**src/rtl/core/svf_pkg.sv**
```systemverilog
`timescale 1ns / 1ps
// ----------------------------------------------------------------------------
// svf_pkg: shared types, constants and helpers of the state variable filter
// Widths of the fixed-point formats, register map and the saturation helper.
// ----------------------------------------------------------------------------
package svf_pkg;

	// sample and coefficient formats
	localparam int SAMPLE_BITS    = 24;
	localparam int COEF_FRAC_BITS = 24;
	localparam int STATE_FRAC     = 23;
	localparam int Q_W            = 32;  // Q9.23 states and outputs
	localparam int COEF_W         = 32;  // Q8.24 coefficients
	localparam int NORM_W         = 25;  // Q1.24 normalizer

	// digit-serial multiplier geometry
	localparam int DIGIT_BITS = 4;
	localparam int NDIG       = COEF_W / DIGIT_BITS;
	localparam int CNT_W      = $clog2(NDIG);
	localparam int HI_W       = Q_W + DIGIT_BITS + 2;
	localparam int PROD_W     = 2 * Q_W;
	localparam int RND_W      = PROD_W - COEF_FRAC_BITS + 1;
	localparam int WIDE_W     = RND_W + 3;

	// sample alignment to Q9.23
	localparam int ALIGN = STATE_FRAC - (SAMPLE_BITS - 1);
	localparam int LSH   = (ALIGN > 0) ? ALIGN : 0;
	localparam int RSH   = (ALIGN < 0) ? -ALIGN : 1;

	// register map
	localparam int ADDR_W = 4;
	localparam logic [1:0] REG_CUTOFF = 2'd0;
	localparam logic [1:0] REG_DAMP   = 2'd1;
	localparam logic [1:0] REG_NORM   = 2'd2;

	localparam logic [COEF_W-1:0] GAIN_RST = 32'h0000_0000;
	localparam logic [COEF_W-1:0] DAMP_RST = 32'h0100_0000;
	localparam logic [NORM_W-1:0] NORM_RST = 25'h100_0000;

	typedef logic signed [WIDE_W-1:0] wide_t;

	localparam wide_t Q_MAX_W = wide_t'(32'sh7FFF_FFFF);
	localparam wide_t Q_MIN_W = wide_t'(32'sh8000_0000);

	typedef struct packed {
		logic [COEF_W-1:0] gain;
		logic [COEF_W-1:0] damp;
		logic [NORM_W-1:0] norm;
	} coef_t;

	typedef struct packed {
		logic                    start;
		logic signed [Q_W-1:0]   a;
		logic [COEF_W-1:0]       c;
	} mul_req_t;

	typedef struct packed {
		logic                    done;
		logic signed [RND_W-1:0] prod;
	} mul_rsp_t;

	typedef struct packed {
		logic signed [Q_W-1:0] lp;
		logic signed [Q_W-1:0] hp;
		logic signed [Q_W-1:0] bp;
	} res_t;

	// clamp to signed Q9.23
	function automatic logic signed [Q_W-1:0] sat_q(input wide_t v);
		logic signed [Q_W-1:0] r;
		if (v > Q_MAX_W)
			r = 32'sh7FFF_FFFF;
		else if (v < Q_MIN_W)
			r = 32'sh8000_0000;
		else
			r = v[Q_W-1:0];
		return r;
	endfunction

	// bring a sample to Q9.23: left shift, or rounded right shift for wide samples
	function automatic logic signed [Q_W-1:0] align_sample(
		input logic signed [SAMPLE_BITS-1:0] s
	);
		logic signed [Q_W:0] ext;
		logic signed [Q_W:0] biased;
		ext    = (Q_W + 1)'(s);
		biased = ext + (Q_W + 1)'(1 <<< (RSH - 1));
		if (SAMPLE_BITS <= STATE_FRAC + 1)
			return Q_W'(ext <<< LSH);
		else
			return Q_W'(biased >>> RSH);
	endfunction

endpackage

```
**src/rtl/core/svf_if.sv**
```systemverilog
`timescale 1ns / 1ps
// ----------------------------------------------------------------------------
// svf_if: valid/ready channels of the state variable filter
// One interface carries input samples, the other carries filter results.
// ----------------------------------------------------------------------------
interface svf_sample_if import svf_pkg::*; ();
	logic                          valid;
	logic                          ready;
	logic signed [SAMPLE_BITS-1:0] sample_in;

	modport source (output valid, output sample_in, input ready);
	modport sink (input valid, input sample_in, output ready);
endinterface

interface svf_result_if import svf_pkg::*; ();
	logic                  valid;
	logic                  ready;
	logic signed [Q_W-1:0] lowpass_out;
	logic signed [Q_W-1:0] highpass_out;
	logic signed [Q_W-1:0] bandpass_out;

	modport source (
		output valid, output lowpass_out, output highpass_out, output bandpass_out,
		input ready
	);
	modport sink (
		input valid, input lowpass_out, input highpass_out, input bandpass_out,
		output ready
	);
endinterface

```
**src/rtl/core/svf_regs.sv**
```systemverilog
`timescale 1ns / 1ps
// ----------------------------------------------------------------------------
// svf_regs: coefficient register file
// APB-style write/read access to cutoff gain, twice damping and normalizer.
// ----------------------------------------------------------------------------
module svf_regs import svf_pkg::*; (
	input  logic              clk,
	input  logic              arst_n,
	input  logic              psel,
	input  logic              penable,
	input  logic              pwrite,
	input  logic [ADDR_W-1:0] paddr,
	input  logic [31:0]       pwdata,
	output logic [31:0]       prdata,
	output logic              pready,
	output coef_t             coef
);

	logic [COEF_W-1:0] gain_q;
	logic [COEF_W-1:0] damp_q;
	logic [NORM_W-1:0] norm_q;
	logic              wr_en;

	assign pready = 1'b1;
	assign wr_en  = psel & penable & pwrite;

	// register writes
	always_ff @(posedge clk or negedge arst_n) begin
		if (!arst_n) begin
			gain_q <= GAIN_RST;
			damp_q <= DAMP_RST;
			norm_q <= NORM_RST;
		end else if (wr_en) begin
			unique case (paddr[3:2])
				REG_CUTOFF: gain_q <= pwdata;
				REG_DAMP:   damp_q <= pwdata;
				REG_NORM:   norm_q <= pwdata[NORM_W-1:0];
				default: ;
			endcase
		end
	end

	// read mux
	always_comb begin
		unique case (paddr[3:2])
			REG_CUTOFF: prdata = gain_q;
			REG_DAMP:   prdata = damp_q;
			REG_NORM:   prdata = 32'(norm_q);
			default:    prdata = '0;
		endcase
	end

	assign coef.gain = gain_q;
	assign coef.damp = damp_q;
	assign coef.norm = norm_q;

endmodule

```
**src/rtl/core/svf_mul.sv**
```systemverilog
`timescale 1ns / 1ps
// ----------------------------------------------------------------------------
// svf_mul: digit-serial coefficient multiplier
// Signed Q9.23 value times unsigned coefficient, one 4-bit coefficient digit
// per cycle, LSB first; the product is rounded half up by COEF_FRAC_BITS.
// ----------------------------------------------------------------------------
module svf_mul import svf_pkg::*; (
	input  logic     clk,
	input  logic     arst_n,
	input  mul_req_t req,
	output mul_rsp_t rsp
);

	logic                    busy_q;
	logic                    done_q;
	logic [CNT_W-1:0]        cnt_q;
	logic signed [Q_W-1:0]   v_q;
	logic [COEF_W-1:0]       c_q;
	logic signed [HI_W-1:0]  hi_q;
	logic [Q_W-1:0]          lo_q;

	logic signed [DIGIT_BITS:0] digit;
	logic signed [HI_W-1:0]     sum;
	logic [PROD_W-1:0]          prod_full;

	// partial product of the current digit
	assign digit = $signed({1'b0, c_q[DIGIT_BITS-1:0]});
	assign sum   = hi_q + v_q * digit;

	// control
	always_ff @(posedge clk or negedge arst_n) begin
		if (!arst_n) begin
			busy_q <= 1'b0;
			done_q <= 1'b0;
			cnt_q  <= '0;
		end else if (req.start) begin
			busy_q <= 1'b1;
			done_q <= 1'b0;
			cnt_q  <= '0;
		end else if (busy_q) begin
			cnt_q <= cnt_q + CNT_W'(1);
			if (cnt_q == CNT_W'(NDIG - 1)) begin
				busy_q <= 1'b0;
				done_q <= 1'b1;
			end
		end else begin
			done_q <= 1'b0;
		end
	end

	// shift-add datapath: low product bits shift out into lo_q
	always_ff @(posedge clk) begin
		if (req.start) begin
			v_q  <= req.a;
			c_q  <= req.c;
			hi_q <= '0;
		end else if (busy_q) begin
			hi_q <= sum >>> DIGIT_BITS;
			lo_q <= {sum[DIGIT_BITS-1:0], lo_q[Q_W-1:DIGIT_BITS]};
			c_q  <= c_q >> DIGIT_BITS;
		end
	end

	// rounded product
	assign prod_full = {hi_q[Q_W-1:0], lo_q};
	assign rsp.done  = done_q;
	assign rsp.prod  = RND_W'($signed(prod_full[PROD_W-1:COEF_FRAC_BITS]))
		+ RND_W'({1'b0, prod_full[COEF_FRAC_BITS-1]});

endmodule

```
**src/rtl/core/svf_seq.sv**
```systemverilog
`timescale 1ns / 1ps
// ----------------------------------------------------------------------------
// svf_seq: filter sequencer and integrator state
// Walks one sample through the four coefficient products on the shared
// multiplier and updates both trapezoidal integrators.
// ----------------------------------------------------------------------------
module svf_seq import svf_pkg::*; (
	input  logic                          clk,
	input  logic                          arst_n,
	input  coef_t                         coef,
	input  logic                          smp_valid,
	output logic                          smp_ready,
	input  logic signed [SAMPLE_BITS-1:0] smp,
	output mul_req_t                      mreq,
	input  mul_rsp_t                      mrsp,
	output logic                          res_valid,
	input  logic                          res_ready,
	output res_t                          res
);

	localparam logic [2:0] ST_IDLE = 3'd0;
	localparam logic [2:0] ST_FB   = 3'd1;  // (2R+g)*s1
	localparam logic [2:0] ST_NORM = 3'd2;  // t*d
	localparam logic [2:0] ST_BAND = 3'd3;  // g*hp
	localparam logic [2:0] ST_LOW  = 3'd4;  // g*bp
	localparam logic [2:0] ST_UPD  = 3'd5;  // integrator update
	localparam logic [2:0] ST_DONE = 3'd6;  // result waits

	logic [2:0]              state_q;
	logic signed [Q_W-1:0]   s1_q;
	logic signed [Q_W-1:0]   s2_q;
	logic signed [Q_W-1:0]   x_q;
	logic signed [Q_W-1:0]   hp_q;
	logic signed [Q_W-1:0]   bp_q;
	logic signed [Q_W-1:0]   lp_q;
	logic signed [RND_W-1:0] v1_q;
	logic signed [RND_W-1:0] v2_q;

	logic [COEF_W:0]       fb_sum;
	logic [COEF_W-1:0]     fb;
	logic signed [Q_W-1:0] t_n;
	logic signed [Q_W-1:0] hp_n;
	logic signed [Q_W-1:0] bp_n;
	logic signed [Q_W-1:0] lp_n;

	// feedback gain 2R+g, saturated to 32 unsigned bits
	assign fb_sum = {1'b0, coef.damp} + {1'b0, coef.gain};
	assign fb     = fb_sum[COEF_W] ? '1 : fb_sum[COEF_W-1:0];

	// per-step results from the multiplier output
	assign t_n  = sat_q(wide_t'(x_q) - wide_t'(mrsp.prod) - wide_t'(s2_q));
	assign hp_n = sat_q(wide_t'(mrsp.prod));
	assign bp_n = sat_q(wide_t'(mrsp.prod) + wide_t'(s1_q));
	assign lp_n = sat_q(wide_t'(mrsp.prod) + wide_t'(s2_q));

	// multiplier launch
	always_comb begin
		mreq.start = 1'b0;
		mreq.a     = s1_q;
		mreq.c     = fb;
		unique case (state_q)
			ST_IDLE: mreq.start = smp_valid;
			ST_FB: begin
				mreq.start = mrsp.done;
				mreq.a     = t_n;
				mreq.c     = COEF_W'(coef.norm);
			end
			ST_NORM: begin
				mreq.start = mrsp.done;
				mreq.a     = hp_n;
				mreq.c     = coef.gain;
			end
			ST_BAND: begin
				mreq.start = mrsp.done;
				mreq.a     = bp_n;
				mreq.c     = coef.gain;
			end
			default: mreq.start = 1'b0;
		endcase
	end

	// sequencer and integrator state
	always_ff @(posedge clk or negedge arst_n) begin
		if (!arst_n) begin
			state_q <= ST_IDLE;
			s1_q    <= '0;
			s2_q    <= '0;
		end else begin
			unique case (state_q)
				ST_IDLE: if (smp_valid) state_q <= ST_FB;
				ST_FB:   if (mrsp.done) state_q <= ST_NORM;
				ST_NORM: if (mrsp.done) state_q <= ST_BAND;
				ST_BAND: if (mrsp.done) state_q <= ST_LOW;
				ST_LOW:  if (mrsp.done) state_q <= ST_UPD;
				ST_UPD: begin
					s1_q    <= sat_q(wide_t'(bp_q) + wide_t'(v1_q));
					s2_q    <= sat_q(wide_t'(lp_q) + wide_t'(v2_q));
					state_q <= ST_DONE;
				end
				ST_DONE: if (res_ready) state_q <= ST_IDLE;
				default: state_q <= ST_IDLE;
			endcase
		end
	end

	// working values of the current sample
	always_ff @(posedge clk) begin
		if (state_q == ST_IDLE && smp_valid)
			x_q <= align_sample(smp);
		if (state_q == ST_NORM && mrsp.done)
			hp_q <= hp_n;
		if (state_q == ST_BAND && mrsp.done) begin
			bp_q <= bp_n;
			v1_q <= mrsp.prod;
		end
		if (state_q == ST_LOW && mrsp.done) begin
			lp_q <= lp_n;
			v2_q <= mrsp.prod;
		end
	end

	assign smp_ready = (state_q == ST_IDLE);
	assign res_valid = (state_q == ST_DONE);
	assign res.lp    = lp_q;
	assign res.hp    = hp_q;
	assign res.bp    = bp_q;

endmodule

```
**src/rtl/core/tpt_state_variable_filter_unit.sv**
```systemverilog
`timescale 1ns / 1ps
// ----------------------------------------------------------------------------
// tpt_state_variable_filter_unit: TPT state variable filter, fixed point
// One signed sample word in on sample_ch, one word with lowpass, highpass
// and bandpass (Q9.23, saturated) out on result_ch; valid/ready handshakes.
// Coefficients g, 2R and d are written over the APB-style port at byte
// addresses 0x0, 0x4 and 0x8; the user must write them only while the
// filter is idle, since the block itself does not enforce it.
// The single digit-serial multiplier forms the four coefficient products
// in turn (4-bit digits), followed by an integrator update, a handoff and
// the idle state in which the next sample is accepted; a new sample is
// taken only after the last result has been handed off.
// The output register holds a finished word while the receiver stalls; the
// next sample is accepted and processed meanwhile and waits in the
// sequencer until the output register frees up.
// Reset clears both integrators to zero, sets g=0, 2R=1.0, d=1.0, and
// empties the output register.
// ----------------------------------------------------------------------------
module tpt_state_variable_filter_unit import svf_pkg::*; (
	input  logic              clk,
	input  logic              arst_n,
	svf_sample_if.sink        sample_ch,
	svf_result_if.source      result_ch,
	input  logic              psel,
	input  logic              penable,
	input  logic              pwrite,
	input  logic [ADDR_W-1:0] paddr,
	input  logic [31:0]       pwdata,
	output logic [31:0]       prdata,
	output logic              pready
);

	coef_t    coef;
	mul_req_t mreq;
	mul_rsp_t mrsp;
	logic     res_valid;
	logic     res_ready;
	res_t     res;

	logic     out_valid_q;
	res_t     out_q;

	svf_regs u_regs (
		.clk     (clk),
		.arst_n  (arst_n),
		.psel    (psel),
		.penable (penable),
		.pwrite  (pwrite),
		.paddr   (paddr),
		.pwdata  (pwdata),
		.prdata  (prdata),
		.pready  (pready),
		.coef    (coef)
	);

	svf_mul u_mul (
		.clk    (clk),
		.arst_n (arst_n),
		.req    (mreq),
		.rsp    (mrsp)
	);

	svf_seq u_seq (
		.clk       (clk),
		.arst_n    (arst_n),
		.coef      (coef),
		.smp_valid (sample_ch.valid),
		.smp_ready (sample_ch.ready),
		.smp       (sample_ch.sample_in),
		.mreq      (mreq),
		.mrsp      (mrsp),
		.res_valid (res_valid),
		.res_ready (res_ready),
		.res       (res)
	);

	// output register: loads when empty or being drained
	assign res_ready = !out_valid_q || result_ch.ready;

	always_ff @(posedge clk or negedge arst_n) begin
		if (!arst_n)
			out_valid_q <= 1'b0;
		else if (res_valid && res_ready)
			out_valid_q <= 1'b1;
		else if (result_ch.ready)
			out_valid_q <= 1'b0;
	end

	always_ff @(posedge clk) begin
		if (res_valid && res_ready)
			out_q <= res;
	end

	assign result_ch.valid        = out_valid_q;
	assign result_ch.lowpass_out  = out_q.lp;
	assign result_ch.highpass_out = out_q.hp;
	assign result_ch.bandpass_out = out_q.bp;

endmodule

```
**src/flat_wrapper.sv**
```systemverilog
// flat-port wrapper written by rule: the top's interface ports become plain ports
module tpt_state_variable_filter_unit_flat import svf_pkg::*;
  (clk, arst_n, psel, penable, pwrite, paddr, pwdata, prdata, pready, sample_ch_valid, sample_ch_sample_in, sample_ch_ready, result_ch_valid, result_ch_lowpass_out, result_ch_highpass_out, result_ch_bandpass_out, result_ch_ready);
  svf_sample_if sample_ch_i ();
  svf_result_if result_ch_i ();
  input  logic clk;
  input  logic arst_n;
  input  logic psel;
  input  logic penable;
  input  logic pwrite;
  input  logic [ADDR_W-1:0] paddr;
  input  logic [31:0] pwdata;
  output logic [31:0] prdata;
  output logic pready;
  input wire logic [$bits(sample_ch_i.valid)-1:0] sample_ch_valid;
  input wire logic [$bits(sample_ch_i.sample_in)-1:0] sample_ch_sample_in;
  output wire logic [$bits(sample_ch_i.ready)-1:0] sample_ch_ready;
  output wire logic [$bits(result_ch_i.valid)-1:0] result_ch_valid;
  output wire logic [$bits(result_ch_i.lowpass_out)-1:0] result_ch_lowpass_out;
  output wire logic [$bits(result_ch_i.highpass_out)-1:0] result_ch_highpass_out;
  output wire logic [$bits(result_ch_i.bandpass_out)-1:0] result_ch_bandpass_out;
  input wire logic [$bits(result_ch_i.ready)-1:0] result_ch_ready;
  assign sample_ch_i.valid = sample_ch_valid;
  assign sample_ch_i.sample_in = sample_ch_sample_in;
  assign sample_ch_ready = sample_ch_i.ready;
  assign result_ch_valid = result_ch_i.valid;
  assign result_ch_lowpass_out = result_ch_i.lowpass_out;
  assign result_ch_highpass_out = result_ch_i.highpass_out;
  assign result_ch_bandpass_out = result_ch_i.bandpass_out;
  assign result_ch_i.ready = result_ch_ready;
  tpt_state_variable_filter_unit u_core (.clk(clk), .arst_n(arst_n), .sample_ch(sample_ch_i), .result_ch(result_ch_i), .psel(psel), .penable(penable), .pwrite(pwrite), .paddr(paddr), .pwdata(pwdata), .prdata(prdata), .pready(pready));
endmodule
```
**config.mk**
```make
export PLATFORM = sky130hd
export DESIGN_NAME = tpt_state_variable_filter_unit_flat
export DESIGN_NICKNAME = d
export VERILOG_FILES = /design/src/rtl/core/svf_pkg.sv /design/src/rtl/core/svf_if.sv /design/src/rtl/core/svf_regs.sv /design/src/rtl/core/svf_mul.sv /design/src/rtl/core/svf_seq.sv /design/src/rtl/core/tpt_state_variable_filter_unit.sv /design/src/flat_wrapper.sv
export SDC_FILE = /design/constraint.sdc
export NUM_CORES = 2
export LEC_CHECK = 0
export ABC_AREA = 1
export BUFFER_PORTS_ARGS = -buffer_cell sky130_fd_sc_hd__buf_2
export CAP_MARGIN = 10
export CORE_MARGIN = 3
export CORE_UTILIZATION = 53
export DETAILED_ROUTE_END_ITERATION = 8
export PLACE_DENSITY = 0.7
export SLEW_MARGIN = 30
export SYNTH_ARGS = -nofsm -noshare
export SYNTH_HDL_FRONTEND = slang
export SYNTH_SLANG_ARGS = --single-unit
export TNS_END_PERCENT = 10
```
**constraint.sdc**
```tcl
create_clock -name clk -period 9.7 [get_ports clk]
set_clock_uncertainty 0.05 [all_clocks]
set_input_delay 1.455 -clock clk [delete_from_list [all_inputs] [get_ports clk]]
set_output_delay 1.455 -clock clk [all_outputs]
set_load 0.01 [all_outputs]
```
==> summary.txt <==
Placement
  • Dpl cells: 6,990
  • Port buffer count: 194
  • Place WS: 2.38 ns
  • Post-DP HPWL: 126,000 um
  • Gpl congestion: 1.06

Logic synthesis
  • Ys flop type: edfxtp_1
  • Synth Net Count: 6,278
  • Synthesis-stage register bit count: 567
  • Simple-gate area share of the yosys netlist: 23.5%
  • Post-synthesis adder-cell area fraction: 15.4%
  • Post-synthesis compound-gate area fraction: 13.0%
  • Syn. warnings: 0
  • Synth cell types: 63
  • Async SR Flop Fraction: 28.6%
  • Seq/Total Area, Yosys: 35.5%
  • Synth area leaders: edfxtp_1 (25%), nand2_1 (14%), ha_1 (9.7%)
  • Largest family of logic cells by synthesized area: simple AND/OR/NAND/NOR gates
  • Synthesized area per cell: 7.80 sq um
  • Xor-xnor portion of the synthesized cell area: 4.82%
  • Mapped Area: 0.0447 sq mm
  • Multiplexer area fraction after synthesis: 0%
  • Post-synth EDFFs: 371
  • Mapped Cells: 5,737
  • Share of the synthesized area in the top cell type: 24.9%
  • Leading area contributor after synthesis: edfxtp_1

Worst setup path
  • Critical path required time: 10.05 ns
  • Worst Setup End Kind: flop
  • Most used cell, CP: nand2_1
  • Slowest CP cell: nand2_1
  • Crit path launch type: flop
  • Crit Path Class: flop to flop
  • Critical path data arrival time: 7.77 ns
  • Worst stage delay on the critical path: 0.74 ns
  • Crit-path max FO: 24

Timing
  • RSZ-0062 raised after global routing: false
  • Final min period: 7.42 ns
  • Pins Over Slew Limit: 0
  • PnR worst setup slack: 2.28 ns
  • Final count of hold timing violations: 0
  • Slew Limit Headroom: 33.7%
  • Crit share post-route: 76.5%
  • Setup_tns: 0 ns
  • Worst Tran Pin Value: 0.992 ns
  • Final setup fails: 0
  • Maximum clock rate: 0.135 GHz

Detailed routing
  • DR pass1 iterations: 8
  • Antenna-violating nets left: 0
  • DR vias: 41,000
  • Iter 0 DRT Violations: 4,328
  • Avg Vias per Cell: 5.75
  • Residual DRC: 0
  • Wire per inst: 22.4 um
  • Final wirelength: 159,000 um

Layout
  • Fin nets: 6,477
  • Commonest non-fill, non-tap cells in the layout: nand2_1 (1,610), inv_1 (756), nor2_1 (427), edfxtp_1 (371), a21oi_1 (360)
  • Leading cell type in the layout, fill and taps excluded: nand2_1
  • Final Instance Count excl. Fillers: 7,122
  • Layout area overhead: 10.4%
  • Share of cells above drive strength 1: 8.11%
  • Layout fillers: 7,813
  • Register Area: 0.0159 sq mm
  • Area occupied by multi-input gates: 0.0255 sq mm

Clocking
  • Num CTS Buffers: 67
  • TritonCTS clock tree: built
  • Cts repair resizes: 0
  • Root Buffer Master: clkbuf_16
  • Maximum clock insertion buffer count: 3
  • Post-CTS Hold Buffers: 0
  • CTS Sinks: 567
  • Buffers inserted by post-CTS timing repair: 0
  • Latest clock arrival within the worst-skew pair: 0.62 ns
  • H-tree Lvls: 3
  • Register clock-pin slew on the reported worst setup and hold paths: 0.06 ns

Global routing
  • GRT Total Usage: 35.9%
  • Initial antenna violation count: 8
  • Grt ovf: 0
  • First-pass GRT wire length: 234,000 um
  • Vias in the first global route: 37,900
  • Largest net degree at the start of global routing: 75

Floorplanning
  • IO Pins: 198
  • Die Width: 297 um
  • Die height: 297 um
  • FP Rows: 105
  • Die area: 0.0879 sq mm
  • Core area: 0.0829 sq mm
  • Initial core utilization: 54.0%

Run
  • Number of max-cap violations: 0

Min path
  • HP Class: flop to flop

Status
  • Status: completed
==> critical path, delay by kind of cell (launching register included) <==
family | cells | cell delay (ns)
and+or+nand+nor | 21 | 3.78
buffers and inverters | 4 | 0.74
xor gates and xnor gates | 2 | 0.86
DFF | 1 | 0.37
adders and majority gates | 4 | 1.37
==> cells by family (layout without fill, tap and decap cells) <==
family,Yosys count,in the layout
other,1,10
XOR/XNOR,246,246
AND/OR/NAND/NOR,2541,2541
buffers and inverters,900,1153
adder cells (fa/ha/maj),474,474
AO/OA/AOI/OAI,1008,1008
flip-flops,567,567
==> registers in the layout, indices dropped and copies added (netlist names), 3 cells and up <==
register and count:
u_core.u_seq.v1_q 41, u_core.u_seq.hp_q 32, u_core.result_ch.lowpass_out 32, u_core.u_seq.bp_q 32, u_core.u_seq.v2_q 41, u_core.u_mul.c_q 32, u_core.u_seq.s1_q 32, u_core.u_mul.lo_q 9
u_core.u_regs.norm_q 25, u_core.u_seq.lp_q 32, u_core.u_regs.gain_q 32, u_core.u_regs.damp_q 32, u_core.u_seq.s2_q 32, u_core.u_mul.cnt_q 3, u_core.u_mul.hi_q 34, u_core.u_seq.x_q 24
u_core.result_ch.bandpass_out 32, u_core.u_mul.v_q 32, u_core.u_seq.state_q 3, u_core.result_ch.highpass_out 32
==> metal layers <==
layer / wire, um / GRT usage (%)
met5: 36 / 0
met4: 8820 / 17.1
met3: 16700 / 7.85
met2: 66500 / 53.0
met1: 67300 / 50.1
==> final timing paths <==
kind | start | endpoint | slack (ns) | cells after the start
min in group asynchronous | arst_n | u_core.u_regs.gain_q[29] | 0.76 | 1
min reg2reg | u_core.u_seq.hp_q[12] | u_core.result_ch.highpass_out[12] | 0.36 | 0
max reg2reg | u_core.u_mul.lo_q[24] | u_core.u_mul.v_q[14] | 2.28 | 31
min | u_core.u_seq.hp_q[12] | u_core.result_ch.highpass_out[12] | 0.36 | 0
max in group asynchronous | arst_n | u_core.u_regs.damp_q[24] | 7.62 | 3
max | u_core.u_mul.lo_q[24] | u_core.u_mul.v_q[14] | 2.28 | 31
==> cell type report <==
cell class / count / area share (%)
antenna: 9 / 0.0456
clock buffer: 85 / 3.74
clock inverter: 38 / 0.791
inverter: 783 / 5.96
multi-input combinational: 4270 / 51.6
sequential: 567 / 32.2
tap: 1123 / 2.85
timing repair buffer: 247 / 2.87
==> synthesized netlist by cell type, types with 48 or more instances <==
library cell  instances
inv_1               758
clkbuf_1             74
nor2_1              435
nand2_1            1613
xnor2_1              79
nand4_1              72
a31oi_1              59
nor3_1               48
a21oi_1             362
a21boi_0             80
fa_1                128
edfxtp_1            371
dfrtp_1             160
xor2_1              167
ha_1                346
o21ai_0             312
nand3_1             246
==> metrics by stage <==
step	utilization [%]	area, sq um	hold WS (ns)
floorplan	-	44700	0.350
global placement	56.8	47100	0.354
detailed placement	56.8	47100	0.355
CTS	59.5	49400	0.368
global route	59.6	49400	0.376
finish	59.6	49400	0.362
Power is left out: the tool's default activity adds up to more than one toggle a clock period on the data nets, which glitch-free logic cannot reach.
